`config.mk`:
```
export PLATFORM = sky130hd
export DESIGN_NAME = pinned_fifo_eviction_queue_flat
export DESIGN_NICKNAME = d
export VERILOG_FILES = /design/src/rtl/pfeq_pkg.sv /design/src/rtl/pfeq_if.sv /design/src/rtl/pfeq_ram.sv /design/src/rtl/pinned_fifo_eviction_queue.sv /design/src/flat_wrapper.sv
export SDC_FILE = /design/constraint.sdc
export NUM_CORES = 1
export LEC_CHECK = 0
export ABC_AREA = 1
export BUFFER_PORTS_ARGS = -buffer_cell sky130_fd_sc_hd__buf_2
export CAP_MARGIN = 20
export CELL_PAD_IN_SITES_DETAIL_PLACEMENT = 0
export CELL_PAD_IN_SITES_GLOBAL_PLACEMENT = 1
export CORE_ASPECT_RATIO = 0.7
export CORE_MARGIN = 10
export CORE_UTILIZATION = 40
export CTS_CLUSTER_DIAMETER = 40
export DETAILED_ROUTE_END_ITERATION = 12
export GPL_TIMING_DRIVEN = 0
export PLACE_DENSITY = 0.72
export SYNTH_ARGS = -nofsm -noshare
export SYNTH_HDL_FRONTEND = slang
export SYNTH_SLANG_ARGS = --single-unit
export TNS_END_PERCENT = 50
```
`constraint.sdc`:
```
create_clock -name clk -period 13 [get_ports clk]
set_input_delay 2.6 -clock clk [delete_from_list [all_inputs] [get_ports clk]]
set_output_delay 2.6 -clock clk [all_outputs]
set_load 0.005 [all_outputs]
```
`src/rtl/pfeq_pkg.sv`:
```
// pfeq_pkg: shared types and constants for the pinned fifo eviction queue
// used by the channel interfaces and the top level
`default_nettype none

package pfeq_pkg;

  localparam int ID_BITS = 16;
  localparam int QUEUE_DEPTH_DEF = 8;
  localparam int PIN_SLOTS_DEF = 4;
  localparam int SLOT_BITS = 2;
  localparam int COUNT_BITS = 4;

  typedef enum logic [1:0] {
    REQ_SAVE = 2'd0,
    REQ_UNSAVE = 2'd1,
    REQ_SET_PIN = 2'd2,
    REQ_READ_PIN = 2'd3
  } req_t;

  typedef enum logic [1:0] {
    ST_OK = 2'd0,
    ST_NOT_FOUND = 2'd1,
    ST_OCCUPIED = 2'd2
  } status_t;

  typedef enum logic [3:0] {
    S_IDLE,
    S_DECODE,
    S_PIN_SCAN,
    S_Q_RD,
    S_Q_CMP,
    S_EV_RD,
    S_EV_CAP,
    S_SH_RD,
    S_SH_WR,
    S_APPEND,
    S_FINISH
  } state_t;

endpackage

`default_nettype wire

```
`src/rtl/pfeq_if.sv`:
```
// pfeq_in_if and pfeq_out_if: valid/ready channels carrying request and result words
// depends on pfeq_pkg
`default_nettype none

interface pfeq_in_if
  import pfeq_pkg::*;
  ();
  logic                 valid;
  logic                 ready;
  logic [1:0]           req_type;
  logic [ID_BITS-1:0]   family_id;
  logic [SLOT_BITS-1:0] generic_slot;
  logic                 ref_zero;

  modport source (output valid, req_type, family_id, generic_slot, ref_zero, input ready);
  modport sink (input valid, req_type, family_id, generic_slot, ref_zero, output ready);
endinterface

interface pfeq_out_if
  import pfeq_pkg::*;
  ();
  logic                  valid;
  logic                  ready;
  logic [1:0]            status;
  logic                  evicted_valid;
  logic [ID_BITS-1:0]    evicted_id;
  logic [ID_BITS-1:0]    slot_id;
  logic [COUNT_BITS-1:0] queue_count;

  modport source (output valid, status, evicted_valid, evicted_id, slot_id, queue_count,
                  input ready);
  modport sink (input valid, status, evicted_valid, evicted_id, slot_id, queue_count,
                output ready);
endinterface

`default_nettype wire

```
`src/rtl/pfeq_ram.sv`:
```
// pfeq_ram: generic single write port, single read port ram with registered read
// no dependencies
`default_nettype none

module pfeq_ram #(
  parameter int WIDTH = 16,
  parameter int DEPTH = 8,
  localparam int AW = (DEPTH > 1) ? $clog2(DEPTH) : 1
) (
  input  wire logic             clk,
  input  wire logic             we,
  input  wire logic [AW-1:0]    waddr,
  input  wire logic [WIDTH-1:0] wdata,
  input  wire logic [AW-1:0]    raddr,
  output logic      [WIDTH-1:0] rdata
);

  logic [WIDTH-1:0] mem [DEPTH];

  always_ff @(posedge clk) begin
    if (we) begin
      mem[waddr] <= wdata;
    end
    rdata <= mem[raddr];
  end

endmodule

`default_nettype wire

```
`src/rtl/pinned_fifo_eviction_queue.sv`:
```
// pinned_fifo_eviction_queue: bounded fifo of eviction candidates plus pinned slots
// depends on pfeq_pkg, pfeq_if (channels) and pfeq_ram (queue storage)
//
// One request word is taken at a time and answered by exactly one result word. The queue
// lives in a ram with one read and one write port; a single comparator walks the pinned
// slots one per cycle and each queue entry in a read and a compare state, because of the
// registered ram read, and the same ram ports move entries one place forward when an id is
// removed or the oldest one is evicted. A save scans the pinned slots and, when the queue is
// full, evicts the oldest entry before it appends; a set also takes the id out of the queue
// when it is queued; an unsave searches the queue and scans the pinned slots when the id is
// not queued. A finished result sits in an output register, so the next request is taken
// while it waits. The queue ram needs no clearing after reset.
`default_nettype none

module pinned_fifo_eviction_queue
  import pfeq_pkg::*;
#(
  parameter int QUEUE_DEPTH = QUEUE_DEPTH_DEF,
  parameter int PIN_SLOTS = PIN_SLOTS_DEF
) (
  input wire logic clk,
  input wire logic rst_n,
  pfeq_in_if.sink   in_chan,
  pfeq_out_if.source out_chan
);

  localparam int AW = (QUEUE_DEPTH > 1) ? $clog2(QUEUE_DEPTH) : 1;
  localparam int LW = $clog2(QUEUE_DEPTH + 1);
  localparam int PW = (PIN_SLOTS > 1) ? $clog2(PIN_SLOTS) : 1;
  localparam int SXW = PW + SLOT_BITS;

  state_t state_r, state_nxt;

  logic [1:0]           req_r, req_nxt;
  logic [ID_BITS-1:0]   id_r, id_nxt;
  logic [SLOT_BITS-1:0] slot_r, slot_nxt;
  logic                 refz_r, refz_nxt;
  logic [LW-1:0]        idx_r, idx_nxt;
  logic [LW-1:0]        len_r, len_nxt;
  logic [PW-1:0]        pidx_r, pidx_nxt;
  logic                 pin_wr_r, pin_wr_nxt;
  status_t              status_r, status_nxt;
  logic                 evv_r, evv_nxt;
  logic [ID_BITS-1:0]   evid_r, evid_nxt;
  logic [ID_BITS-1:0]   sval_r, sval_nxt;

  logic                  out_valid_r, out_valid_nxt;
  logic [1:0]            out_status_r;
  logic                  out_evv_r;
  logic [ID_BITS-1:0]    out_evid_r;
  logic [ID_BITS-1:0]    out_sval_r;
  logic [COUNT_BITS-1:0] out_cnt_r;

  logic [ID_BITS-1:0] pins_r [PIN_SLOTS];

  logic               ram_we;
  logic [AW-1:0]      ram_waddr;
  logic [ID_BITS-1:0] ram_wdata;
  logic [AW-1:0]      ram_raddr;
  logic [ID_BITS-1:0] ram_rdata;

  logic [SXW-1:0]     slot_ext;
  logic               slot_ok;
  logic [PW-1:0]      pin_addr;
  logic [ID_BITS-1:0] pin_rd;
  logic               pin_hit;
  logic               pin_last;
  logic               out_load;
  logic               accept;

  assign accept = in_chan.valid && in_chan.ready;
  assign in_chan.ready = (state_r == S_IDLE);

  // single pinned-slot read port
  assign slot_ext = SXW'(slot_r);
  assign slot_ok = (slot_ext < SXW'(PIN_SLOTS));
  assign pin_addr = (state_r == S_PIN_SCAN) ? pidx_r : slot_ext[PW-1:0];
  assign pin_rd = (32'(pin_addr) < 32'(PIN_SLOTS)) ? pins_r[pin_addr] : '0;
  assign pin_hit = (pin_rd == id_r);
  assign pin_last = (32'(pidx_r) == 32'(PIN_SLOTS - 1));
  assign out_load = (state_r == S_FINISH) && (!out_valid_r || out_chan.ready);

  pfeq_ram #(
    .WIDTH(ID_BITS),
    .DEPTH(QUEUE_DEPTH)
  ) u_queue_ram (
    .clk  (clk),
    .we   (ram_we),
    .waddr(ram_waddr),
    .wdata(ram_wdata),
    .raddr(ram_raddr),
    .rdata(ram_rdata)
  );

  // next state
  always_comb begin
    state_nxt = state_r;
    case (state_r)
      S_IDLE: begin
        if (accept) begin
          state_nxt = S_DECODE;
        end
      end
      S_DECODE: begin
        case (req_r)
          REQ_SAVE: state_nxt = (id_r == '0) ? S_FINISH : S_PIN_SCAN;
          REQ_UNSAVE: state_nxt = (id_r == '0) ? S_FINISH : S_Q_RD;
          REQ_SET_PIN: begin
            if (id_r == '0 || !slot_ok || pin_rd != '0 || !refz_r) begin
              state_nxt = S_FINISH;
            end else begin
              state_nxt = S_Q_RD;
            end
          end
          default: state_nxt = S_FINISH;
        endcase
      end
      S_PIN_SCAN: begin
        if (pin_hit || pin_last) begin
          if (req_r != REQ_SAVE || pin_hit) begin
            state_nxt = S_FINISH;
          end else if (len_r >= LW'(QUEUE_DEPTH)) begin
            state_nxt = S_EV_RD;
          end else begin
            state_nxt = S_APPEND;
          end
        end
      end
      S_Q_RD: state_nxt = (idx_r >= len_r) ? S_PIN_SCAN : S_Q_CMP;
      S_Q_CMP: state_nxt = (ram_rdata == id_r) ? S_SH_RD : S_Q_RD;
      S_EV_RD: state_nxt = S_EV_CAP;
      S_EV_CAP: state_nxt = S_SH_RD;
      S_SH_RD: begin
        if (idx_r + LW'(1) < len_r) begin
          state_nxt = S_SH_WR;
        end else begin
          state_nxt = (req_r == REQ_SAVE) ? S_APPEND : S_FINISH;
        end
      end
      S_SH_WR: state_nxt = S_SH_RD;
      S_APPEND: state_nxt = S_FINISH;
      S_FINISH: begin
        if (out_load) begin
          state_nxt = S_IDLE;
        end
      end
      default: state_nxt = S_IDLE;
    endcase
  end

  // datapath and ram control
  always_comb begin
    req_nxt = req_r;
    id_nxt = id_r;
    slot_nxt = slot_r;
    refz_nxt = refz_r;
    idx_nxt = idx_r;
    len_nxt = len_r;
    pidx_nxt = pidx_r;
    pin_wr_nxt = pin_wr_r;
    status_nxt = status_r;
    evv_nxt = evv_r;
    evid_nxt = evid_r;
    sval_nxt = sval_r;
    ram_we = 1'b0;
    ram_waddr = idx_r[AW-1:0];
    ram_wdata = ram_rdata;
    ram_raddr = idx_r[AW-1:0];
    case (state_r)
      S_IDLE: begin
        if (accept) begin
          req_nxt = in_chan.req_type;
          id_nxt = in_chan.family_id;
          slot_nxt = in_chan.generic_slot;
          refz_nxt = in_chan.ref_zero;
          idx_nxt = '0;
          pidx_nxt = '0;
          pin_wr_nxt = 1'b0;
          status_nxt = ST_OK;
          evv_nxt = 1'b0;
          evid_nxt = '0;
          sval_nxt = '0;
        end
      end
      S_DECODE: begin
        if (req_r == REQ_SET_PIN && id_r != '0 && slot_ok) begin
          if (pin_rd != '0) begin
            status_nxt = ST_OCCUPIED;
          end else begin
            pin_wr_nxt = 1'b1;
          end
        end
        if (req_r == REQ_READ_PIN && slot_ok) begin
          sval_nxt = pin_rd;
        end
      end
      S_PIN_SCAN: begin
        pidx_nxt = pidx_r + PW'(1);
        if ((pin_hit || pin_last) && req_r != REQ_SAVE) begin
          status_nxt = pin_hit ? ST_OK : ST_NOT_FOUND;
        end
      end
      S_Q_CMP: begin
        if (ram_rdata != id_r) begin
          idx_nxt = idx_r + LW'(1);
        end
      end
      S_EV_RD: begin
        ram_raddr = '0;
        idx_nxt = '0;
      end
      S_EV_CAP: begin
        evv_nxt = 1'b1;
        evid_nxt = ram_rdata;
      end
      S_SH_RD: begin
        ram_raddr = AW'(idx_r + LW'(1));
        if (idx_r + LW'(1) >= len_r) begin
          len_nxt = len_r - LW'(1);
        end
      end
      S_SH_WR: begin
        ram_we = 1'b1;
        ram_waddr = idx_r[AW-1:0];
        ram_wdata = ram_rdata;
        idx_nxt = idx_r + LW'(1);
      end
      S_APPEND: begin
        ram_we = 1'b1;
        ram_waddr = len_r[AW-1:0];
        ram_wdata = id_r;
        len_nxt = len_r + LW'(1);
      end
      S_FINISH: begin
        if (out_load) begin
          pin_wr_nxt = 1'b0;
        end
      end
      default: begin
      end
    endcase
  end

  assign out_valid_nxt = out_load || (out_valid_r && !out_chan.ready);

  always_ff @(posedge clk) begin
    if (!rst_n) begin
      state_r <= S_IDLE;
      len_r <= '0;
      out_valid_r <= 1'b0;
      for (int i = 0; i < PIN_SLOTS; i++) begin
        pins_r[i] <= '0;
      end
    end else begin
      state_r <= state_nxt;
      len_r <= len_nxt;
      out_valid_r <= out_valid_nxt;
      if (out_load && pin_wr_r) begin
        pins_r[slot_ext[PW-1:0]] <= id_r;
      end
    end
  end

  always_ff @(posedge clk) begin
    req_r <= req_nxt;
    id_r <= id_nxt;
    slot_r <= slot_nxt;
    refz_r <= refz_nxt;
    idx_r <= idx_nxt;
    pidx_r <= pidx_nxt;
    pin_wr_r <= pin_wr_nxt;
    status_r <= status_nxt;
    evv_r <= evv_nxt;
    evid_r <= evid_nxt;
    sval_r <= sval_nxt;
    if (out_load) begin
      out_status_r <= status_r;
      out_evv_r <= evv_r;
      out_evid_r <= evid_r;
      out_sval_r <= sval_r;
      out_cnt_r <= COUNT_BITS'(len_r);
    end
  end

  assign out_chan.valid = out_valid_r;
  assign out_chan.status = out_status_r;
  assign out_chan.evicted_valid = out_evv_r;
  assign out_chan.evicted_id = out_evid_r;
  assign out_chan.slot_id = out_sval_r;
  assign out_chan.queue_count = out_cnt_r;

  a_len_bound: assert property (@(posedge clk) disable iff (!rst_n)
    len_r <= LW'(QUEUE_DEPTH))
    else $error("queue length beyond depth");

  a_evict_full: assert property (@(posedge clk) disable iff (!rst_n)
    out_valid_r && out_evv_r |-> out_cnt_r == COUNT_BITS'(QUEUE_DEPTH))
    else $error("eviction reported while queue not full");

  a_shift_in_range: assert property (@(posedge clk) disable iff (!rst_n)
    state_r == S_SH_WR |-> idx_r < len_r)
    else $error("shift beyond queue length");

  a_one_pin_write: assert property (@(posedge clk) disable iff (!rst_n)
    out_load && pin_wr_r |=> state_r == S_IDLE && !pin_wr_r)
    else $error("pinned slot write not single");

endmodule

`default_nettype wire
```
`src/flat_wrapper.sv`:
```
// flat-port wrapper written by rule: the top's interface ports become plain ports
module pinned_fifo_eviction_queue_flat import pfeq_pkg::*;
#(
  parameter int QUEUE_DEPTH = QUEUE_DEPTH_DEF,
  parameter int PIN_SLOTS = PIN_SLOTS_DEF
)
  (clk, rst_n, in_chan_valid, in_chan_req_type, in_chan_family_id, in_chan_generic_slot, in_chan_ref_zero, in_chan_ready, out_chan_valid, out_chan_status, out_chan_evicted_valid, out_chan_evicted_id, out_chan_slot_id, out_chan_queue_count, out_chan_ready);
  pfeq_in_if in_chan_i ();
  pfeq_out_if out_chan_i ();
  input wire logic clk;
  input wire logic rst_n;
  input wire logic [$bits(in_chan_i.valid)-1:0] in_chan_valid;
  input wire logic [$bits(in_chan_i.req_type)-1:0] in_chan_req_type;
  input wire logic [$bits(in_chan_i.family_id)-1:0] in_chan_family_id;
  input wire logic [$bits(in_chan_i.generic_slot)-1:0] in_chan_generic_slot;
  input wire logic [$bits(in_chan_i.ref_zero)-1:0] in_chan_ref_zero;
  output wire logic [$bits(in_chan_i.ready)-1:0] in_chan_ready;
  output wire logic [$bits(out_chan_i.valid)-1:0] out_chan_valid;
  output wire logic [$bits(out_chan_i.status)-1:0] out_chan_status;
  output wire logic [$bits(out_chan_i.evicted_valid)-1:0] out_chan_evicted_valid;
  output wire logic [$bits(out_chan_i.evicted_id)-1:0] out_chan_evicted_id;
  output wire logic [$bits(out_chan_i.slot_id)-1:0] out_chan_slot_id;
  output wire logic [$bits(out_chan_i.queue_count)-1:0] out_chan_queue_count;
  input wire logic [$bits(out_chan_i.ready)-1:0] out_chan_ready;
  assign in_chan_i.valid = in_chan_valid;
  assign in_chan_i.req_type = in_chan_req_type;
  assign in_chan_i.family_id = in_chan_family_id;
  assign in_chan_i.generic_slot = in_chan_generic_slot;
  assign in_chan_i.ref_zero = in_chan_ref_zero;
  assign in_chan_ready = in_chan_i.ready;
  assign out_chan_valid = out_chan_i.valid;
  assign out_chan_status = out_chan_i.status;
  assign out_chan_evicted_valid = out_chan_i.evicted_valid;
  assign out_chan_evicted_id = out_chan_i.evicted_id;
  assign out_chan_slot_id = out_chan_i.slot_id;
  assign out_chan_queue_count = out_chan_i.queue_count;
  assign out_chan_i.ready = out_chan_ready;
  pinned_fifo_eviction_queue #(.QUEUE_DEPTH(QUEUE_DEPTH), .PIN_SLOTS(PIN_SLOTS)) u_core (.clk(clk), .rst_n(rst_n), .in_chan(in_chan_i), .out_chan(out_chan_i));
endmodule
```
# Yosys cells after proc, flatten, opt, wreduce, memory -nomap -nowiden

Memories as Yosys holds them, arrays and structs flattened. A register that Yosys moved wholly into a read port is not among the register bits.
Cells that the tools add are included.

Div/mod/pow operators: 0
Bitwise gates (word level): 0
Equal/unequal tests: 27
Multiplexer cells: 50
Add/sub/neg operators: 4
Reductions and logical operators: 44
$mul: 0
Shift-type cells: 0
Order comparisons: 5

Operators with widths:

| cell                                          | number |
|---|---|
| two-way mux 16 bit                            | 4 |
| one-hot mux 16 bit (2 select lines)           | 2 |
| two-way mux 4 bit                             | 12 |
| one-hot mux 4 bit (10 select lines)           | 1 |
| == test 16 bit                                | 2 |
| nonzero test 16 bit                           | 2 |
| == test 4 x 3 -> 1 bit, second input constant | 4 |
| zero test 16 bit                              | 1 |
| != test 16 bit                                | 1 |
| one-hot mux 4 bit (4 select lines)            | 1 |
| OR reduction 16 bit                           | 1 |
| two-way mux 2 bit                             | 7 |
| two-way mux 1 bit                             | 13 |
| == test 4 bit, second input constant          | 3 |
| != test 2 x 1 -> 1 bit, second input constant | 6 |
| one-hot mux 4 bit (3 select lines)            | 1 |
| AND reduction 5 bit                           | 2 |
| nonzero test 2 bit                            | 5 |
| two-way mux 3 bit                             | 3 |
| AND reduction 3 bit                           | 3 |
| adder 4 x 1 -> 4 bit, second input constant   | 2 |
| == test 4 x 2 -> 1 bit, second input constant | 2 |
| >= comparator 4 bit                           | 2 |
| logical AND 1 bit                             | 8 |
| 23 further kinds                              | 42 |

Memory bits (read-only): 0
Word-level logic and storage cells: 151
Output and inout bits: 41
Register bits: 111
Bits of input ports: 25
Memories kept: 2
Bits in writable memories: 192
Latch bits: 0

Memory list:

| memory                 | words | width | rd ports | clocked after Yosys merged registers in | write ports | line                             | source |
|---|---|---|---|---|---|---|---|
| u_core.u_queue_ram.mem | 8     | 16    | 1        | 1                                       | 1           | pfeq_ram.sv:18                   | `logic [WIDTH-1:0] mem [DEPTH];` |
| u_core.pins_r          | 4     | 16    | 1        | 0                                       | 4           | pinned_fifo_eviction_queue.sv:54 | `logic [ID_BITS-1:0] pins_r [PIN_SLOTS];` |

# Longest topological paths before layout

Depth after elaboration: 9
Mapped depth: 20
Mapped depth without buffers: 19

# By module

From an unflattened synthesis, not the netlist that was laid out.

Cell total of the unflattened synthesis: 1395
Area, all modules: 14278.7 um^2

Modules (own cells, without submodules):

| module                     | area each (um^2) | instances | cells each | seq. area each (um^2) |
|---|---|---|---|---|
| pinned_fifo_eviction_queue | 8289.2           | 1         | 808        | 5165.0 |
| pfeq_ram                   | 5989.5           | 1         | 587        | 4164.0 |

# Worst setup path after synthesis

No wires, ideal clock.

Path kind: input-to-reg
Start point: in out_chan_ready
End point: mem u_core.pins_r[0][0], enable pin
Data required time: 12.628 ns
Buffers on the path: 1
Arrival time: 6.228 ns
Library setup time: 0.372 ns
Cell stages on the path: 9
Setup slack: 6.400 ns
Path through: inv_1 > nand2_1 > inv_1 > nor2_1 > nand3_1 > nor2_1 > nand2_1 > clkbuf_1 > nand2_1

RTL lines:

| what            | line                             | source |
|---|---|---|
| start, declared | flat_wrapper.sv:24               | `input wire logic [$bits(out_chan_i.ready)-1:0] out_chan_ready;` |
| end, declared   | pinned_fifo_eviction_queue.sv:54 |  |

==> metrics.txt <==
# TYPE chip_impl_metric gauge
chip_impl_metric{name="die_area",unit="µm²"} 41200
chip_impl_metric{name="antenna_cells_inserted",unit=""} 0
chip_impl_info{name="postSynth.topFlopCell",value="edfxtp_1"} 1
chip_impl_metric{name="synth_enable_flop_cells",unit=""} 294
chip_impl_metric{name="max_slew_headroom",unit="%"} 29.5
chip_impl_metric{name="fillCellCount",unit=""} 2994
chip_impl_metric{name="vias",unit=""} 9183
chip_impl_metric{name="synthToLayoutAreaGrowth",unit="%"} 17.0
chip_impl_metric{name="worst_r2r_path_depth",unit=""} 12
chip_impl_info{name="worst_hold_path_type",value="reg2reg"} 1
chip_impl_metric{name="grt_pass1_wl",unit="mm"} 54.2
chip_impl_metric{name="cts_hold_buffers",unit=""} 0
chip_impl_metric{name="timing.critical_path.fanout_max",unit=""} 28
chip_impl_metric{name="maxSlewViolCount",unit=""} 0
chip_impl_metric{name="post_route_core_utilization",unit="%"} 47.9
chip_impl_info{name="worst_setup_path_start_kind",value="input pin"} 1
chip_impl_metric{name="top_level_ports",unit=""} 66
chip_impl_metric{name="synth_fp_nets",unit=""} 1198
chip_impl_info{name="end_kind",value="flip-flop"} 1
chip_impl_metric{name="number_of_sinks_on_the_clock_net",unit=""} 319
chip_impl_info{name="worstReg2RegStart",value="u_core.state_r[1]"} 1
chip_impl_info{name="cts_root_buffer",value="clkbuf_16"} 1
chip_impl_metric{name="globalplace.congestion",unit=""} 0.873
chip_impl_metric{name="grt_use_total",unit="%"} 17.1
chip_impl_metric{name="die_width",unit="µm"} 238
chip_impl_metric{name="cts_setup_buffers",unit=""} 0
chip_impl_metric{name="drcViolationCount",unit=""} 0
chip_impl_metric{name="final_min_period_over_clock_period",unit="%"} 44.6
chip_impl_info{name="critPathKind",value="in2reg"} 1
chip_impl_metric{name="initial_utilization",unit="%"} 40.9
chip_impl_info{name="result_of_the_run",value="finished clean"} 1
chip_impl_metric{name="timing.final.ws_setup",unit="ps"} 7200
chip_impl_metric{name="route.detailed.wl_per_inst",unit="µm"} 20.5
chip_impl_info{name="critical_path.reg2reg.endpoint",value="u_core.pins_r[0][1]"} 1
chip_impl_metric{name="first_pass_iters",unit=""} 5
chip_impl_metric{name="finalHoldViolations",unit=""} 0
chip_impl_metric{name="cts_made_buffers",unit=""} 37
chip_impl_metric{name="first_iter_violations",unit=""} 854
chip_impl_info{name="tritoncts_clock_tree",value="yes"} 1
chip_impl_info{name="holdCritStartpoint",value="u_core.sval_r[8]"} 1
chip_impl_metric{name="cap_viol_max_count",unit=""} 0
chip_impl_metric{name="yosysWarningCount",unit=""} 0
chip_impl_metric{name="gr-total-overflow",unit=""} 0
chip_impl_metric{name="cts-resized-gates",unit=""} 0
chip_impl_metric{name="clk_pin_slew_worst_paths",unit="ps"} 60
chip_impl_metric{name="synth_seq_area_share",unit="%"} 69.9
chip_impl_metric{name="die_h",unit="µm"} 173
chip_impl_metric{name="design.core.area",unit="µm²"} 32600
chip_impl_metric{name="hpwlAfterDp",unit="mm"} 25.1
chip_impl_info{name="setup_repair_after_global_routing_missed_its_margin",value="no"} 1
chip_impl_metric{name="dp_slack",unit="ps"} 6650
chip_impl_info{name="worst_hold_path.endpoint",value="u_core.out_chan.slot_id[8]"} 1
chip_impl_metric{name="syn_avg_cell_area",unit="µm²"} 11.5
chip_impl_metric{name="maximum_achievable_frequency",unit="MHz"} 172
chip_impl_metric{name="clock_latency",unit="ps"} 540
chip_impl_metric{name="route.final.wire_length",unit="mm"} 35.4
chip_impl_metric{name="cts.path.max_buffers",unit=""} 3
chip_impl_metric{name="setup_violations",unit=""} 0
chip_impl_metric{name="antenna_found_initial",unit=""} 0
chip_impl_metric{name="timing.clock.skew",unit="ps"} 18.9
chip_impl_metric{name="crit_arrival",unit="ps"} 5950
chip_impl_metric{name="rows",unit=""} 55
chip_impl_metric{name="share_of_post_route_cells_with_drive_strength_above_1",unit="%"} 12.9
chip_impl_metric{name="share_of_synthesized_registers_carrying_an_async_set_or_reset",unit="%"} 0
chip_impl_metric{name="post-route-min-period",unit="ps"} 5800
chip_impl_metric{name="power_density",unit="nW/µm²"} 231
chip_impl_metric{name="setup-tns-final",unit="ps"} 0
chip_impl_metric{name="worst_ep_required_time",unit="ps"} 13140
chip_impl_metric{name="peakVddDrop",unit="µV"} 141
chip_impl_metric{name="r2r_setup_slack",unit="ps"} 8470
chip_impl_metric{name="fin_worst_hold_slack",unit="ps"} 414
chip_impl_metric{name="placement.io_buffers",unit=""} 64
chip_impl_metric{name="leakagePower",unit="nW"} 5.81
chip_impl_metric{name="antenna_violating_nets_post_route",unit=""} 0
chip_impl_metric{name="synth-seq-cells",unit=""} 319
chip_impl_metric{name="largest_net_degree_at_the_start_of_global_routing",unit=""} 29
chip_impl_metric{name="finish.net_count",unit=""} 1311
chip_impl_metric{name="worstMarginPinSlew",unit="ps"} 1030
chip_impl_metric{name="ys_types",unit=""} 42
chip_impl_metric{name="whs_path_cells",unit=""} 0
chip_impl_metric{name="average_via_count_per_standard_cell",unit=""} 5.31
chip_impl_metric{name="mapped_cells",unit=""} 1160
chip_impl_metric{name="post_syn_area",unit="µm²"} 13300
chip_impl_metric{name="cts-htree-levels",unit=""} 2
chip_impl_metric{name="vias_in_the_first_global_route",unit=""} 8866
## through the flow
step	cells	power, mW	instance area (µm²)
floorplan	1160	2.18	13300
global placement	1651	2.56	14200
detailed placement	1661	2.58	14400
CTS	1728	3.61	15600
global route	1728	3.80	15600
finish	1728	3.60	15600
## worst max-delay path, stage by stage
cell	delay, ps
buf_2	80
inv_1	30
nand2_1	70
inv_1	80
nor2_4	440
buf_12	260
nand3_1	430
nor2_1	370
nand2_1	340
clkbuf_1	410
nand2_1	820
## how the worst max path moves through the flow
stage / from / to / slack, ps / cells after the start
after floorplan: out_chan_ready / u_core.pins_r[0][0] / 6400 / 9
after global routing: out_chan_ready / u_core.pins_r[2][0] / 6800 / 11
after CTS: out_chan_ready / u_core.pins_r[2][1] / 7200 / 11
after global placement: out_chan_ready / u_core.pins_r[2][12] / 3380 / 10
after detailed placement: out_chan_ready / u_core.pins_r[2][10] / 6650 / 11
final: out_chan_ready / u_core.pins_r[0][1] / 7200 / 11
## layer usage
metal  part of all wire, %  up-vias  global-route usage [%]
met5                     0        -                       0
met3                   8.8       49                    4.13
met4                   1.7        0                    4.23
li1                      -     4309                       -
met2                    41      340                    23.6
met1                    49     4485                    26.1
## final cells by class
type / count / area, µm² / area share, %
well taps: 427 / 534 / 3.42
clock inverters: 22 / 246 / 1.58
multi-input cells: 713 / 3520 / 22.5
clock buffers: 45 / 956 / 6.12
plain buffers: 43 / 215 / 1.38
repair buffers: 74 / 500 / 3.20
flip-flops and latches: 319 / 9330 / 59.7
inverters: 85 / 320 / 2.05
## synth_stat cells, types with 4 or more instances
library cell | instances | share of area (%)
edfxtp_1 | 294 | 66
nor2_1 | 239 | 6.7
nand2_1 | 154 | 4.3
nand3_1 | 95 | 3.6
inv_1 | 78 | 2.2
o21ai_0 | 76 | 2.8
clkbuf_1 | 32 | 0.90
dfxtp_1 | 25 | 3.7
a31oi_1 | 16 | 0.75
o21bai_1 | 16 | 0.90
o32ai_1 | 16 | 1.0
a21oi_1 | 15 | 0.56
nor3_1 | 13 | 0.49
xor2_1 | 13 | 0.85
ha_1 | 12 | 1.1
nand4_1 | 9 | 0.42
nor4_1 | 7 | 0.33
buf_6 | 6 | 0.51
nand2_4 | 4 | 0.34
nor2_2 | 4 | 0.19
o21ai_1 | 4 | 0.15
## power breakdown
part / switching, mW / internal [mW]
sequential: 0.0926 / 1.37
combinational: 0.793 / 0.308
clock: 0.422 / 0.611
## state kept, by name (all words and copies together), names as in the netlist, 2 cells and up
signal and count:
u_core.evid_r 16, u_core.id_r 16, u_core.idx_r 4, u_core.len_r 4
u_core.out_chan.evicted_id 16, u_core.out_chan.queue_count 4, u_core.out_chan.slot_id 16, u_core.out_chan.status 2
u_core.pidx_r 2, u_core.pins_r 64, u_core.req_r 2, u_core.slot_r 2
u_core.state_r 4, u_core.status_r 2, u_core.sval_r 16, u_core.u_queue_ram.mem 128
u_core.u_queue_ram.rdata 16
## logic make-up after synthesis
group	synth area share, %
buffers and inverters	4.01
XOR/XNOR	0.984
AND/OR/NAND/NOR	16.8
AO/OA/AOI/OAI	7.01
flip-flops	69.9
adder cells (fa/ha/maj)	1.27
## cells in the final DEF (no fill, tap or decap), drive strengths merged, types with 2 or more instances in the layout
| master | n |
|---|---|
| a21oi | 15 |
| ha | 12 |
| nand3 | 97 |
| buf | 85 |
| o21bai | 16 |
| clkinv | 13 |
| inv | 86 |
| nand4 | 9 |
| a31oi | 16 |
| o21ai | 81 |
| o32ai | 16 |
| o211ai | 2 |
| nor2 | 244 |
| nor3 | 13 |
| xnor2 | 2 |
| a2111oi | 2 |
| bufinv | 4 |
| dfxtp | 25 |
| clkbuf | 77 |
| nor4 | 7 |
| xor2 | 13 |
| edfxtp | 294 |
| clkinvlp | 4 |
| nand2 | 160 |
| o311ai | 2 |
Power figures use the tool's default switching activity.
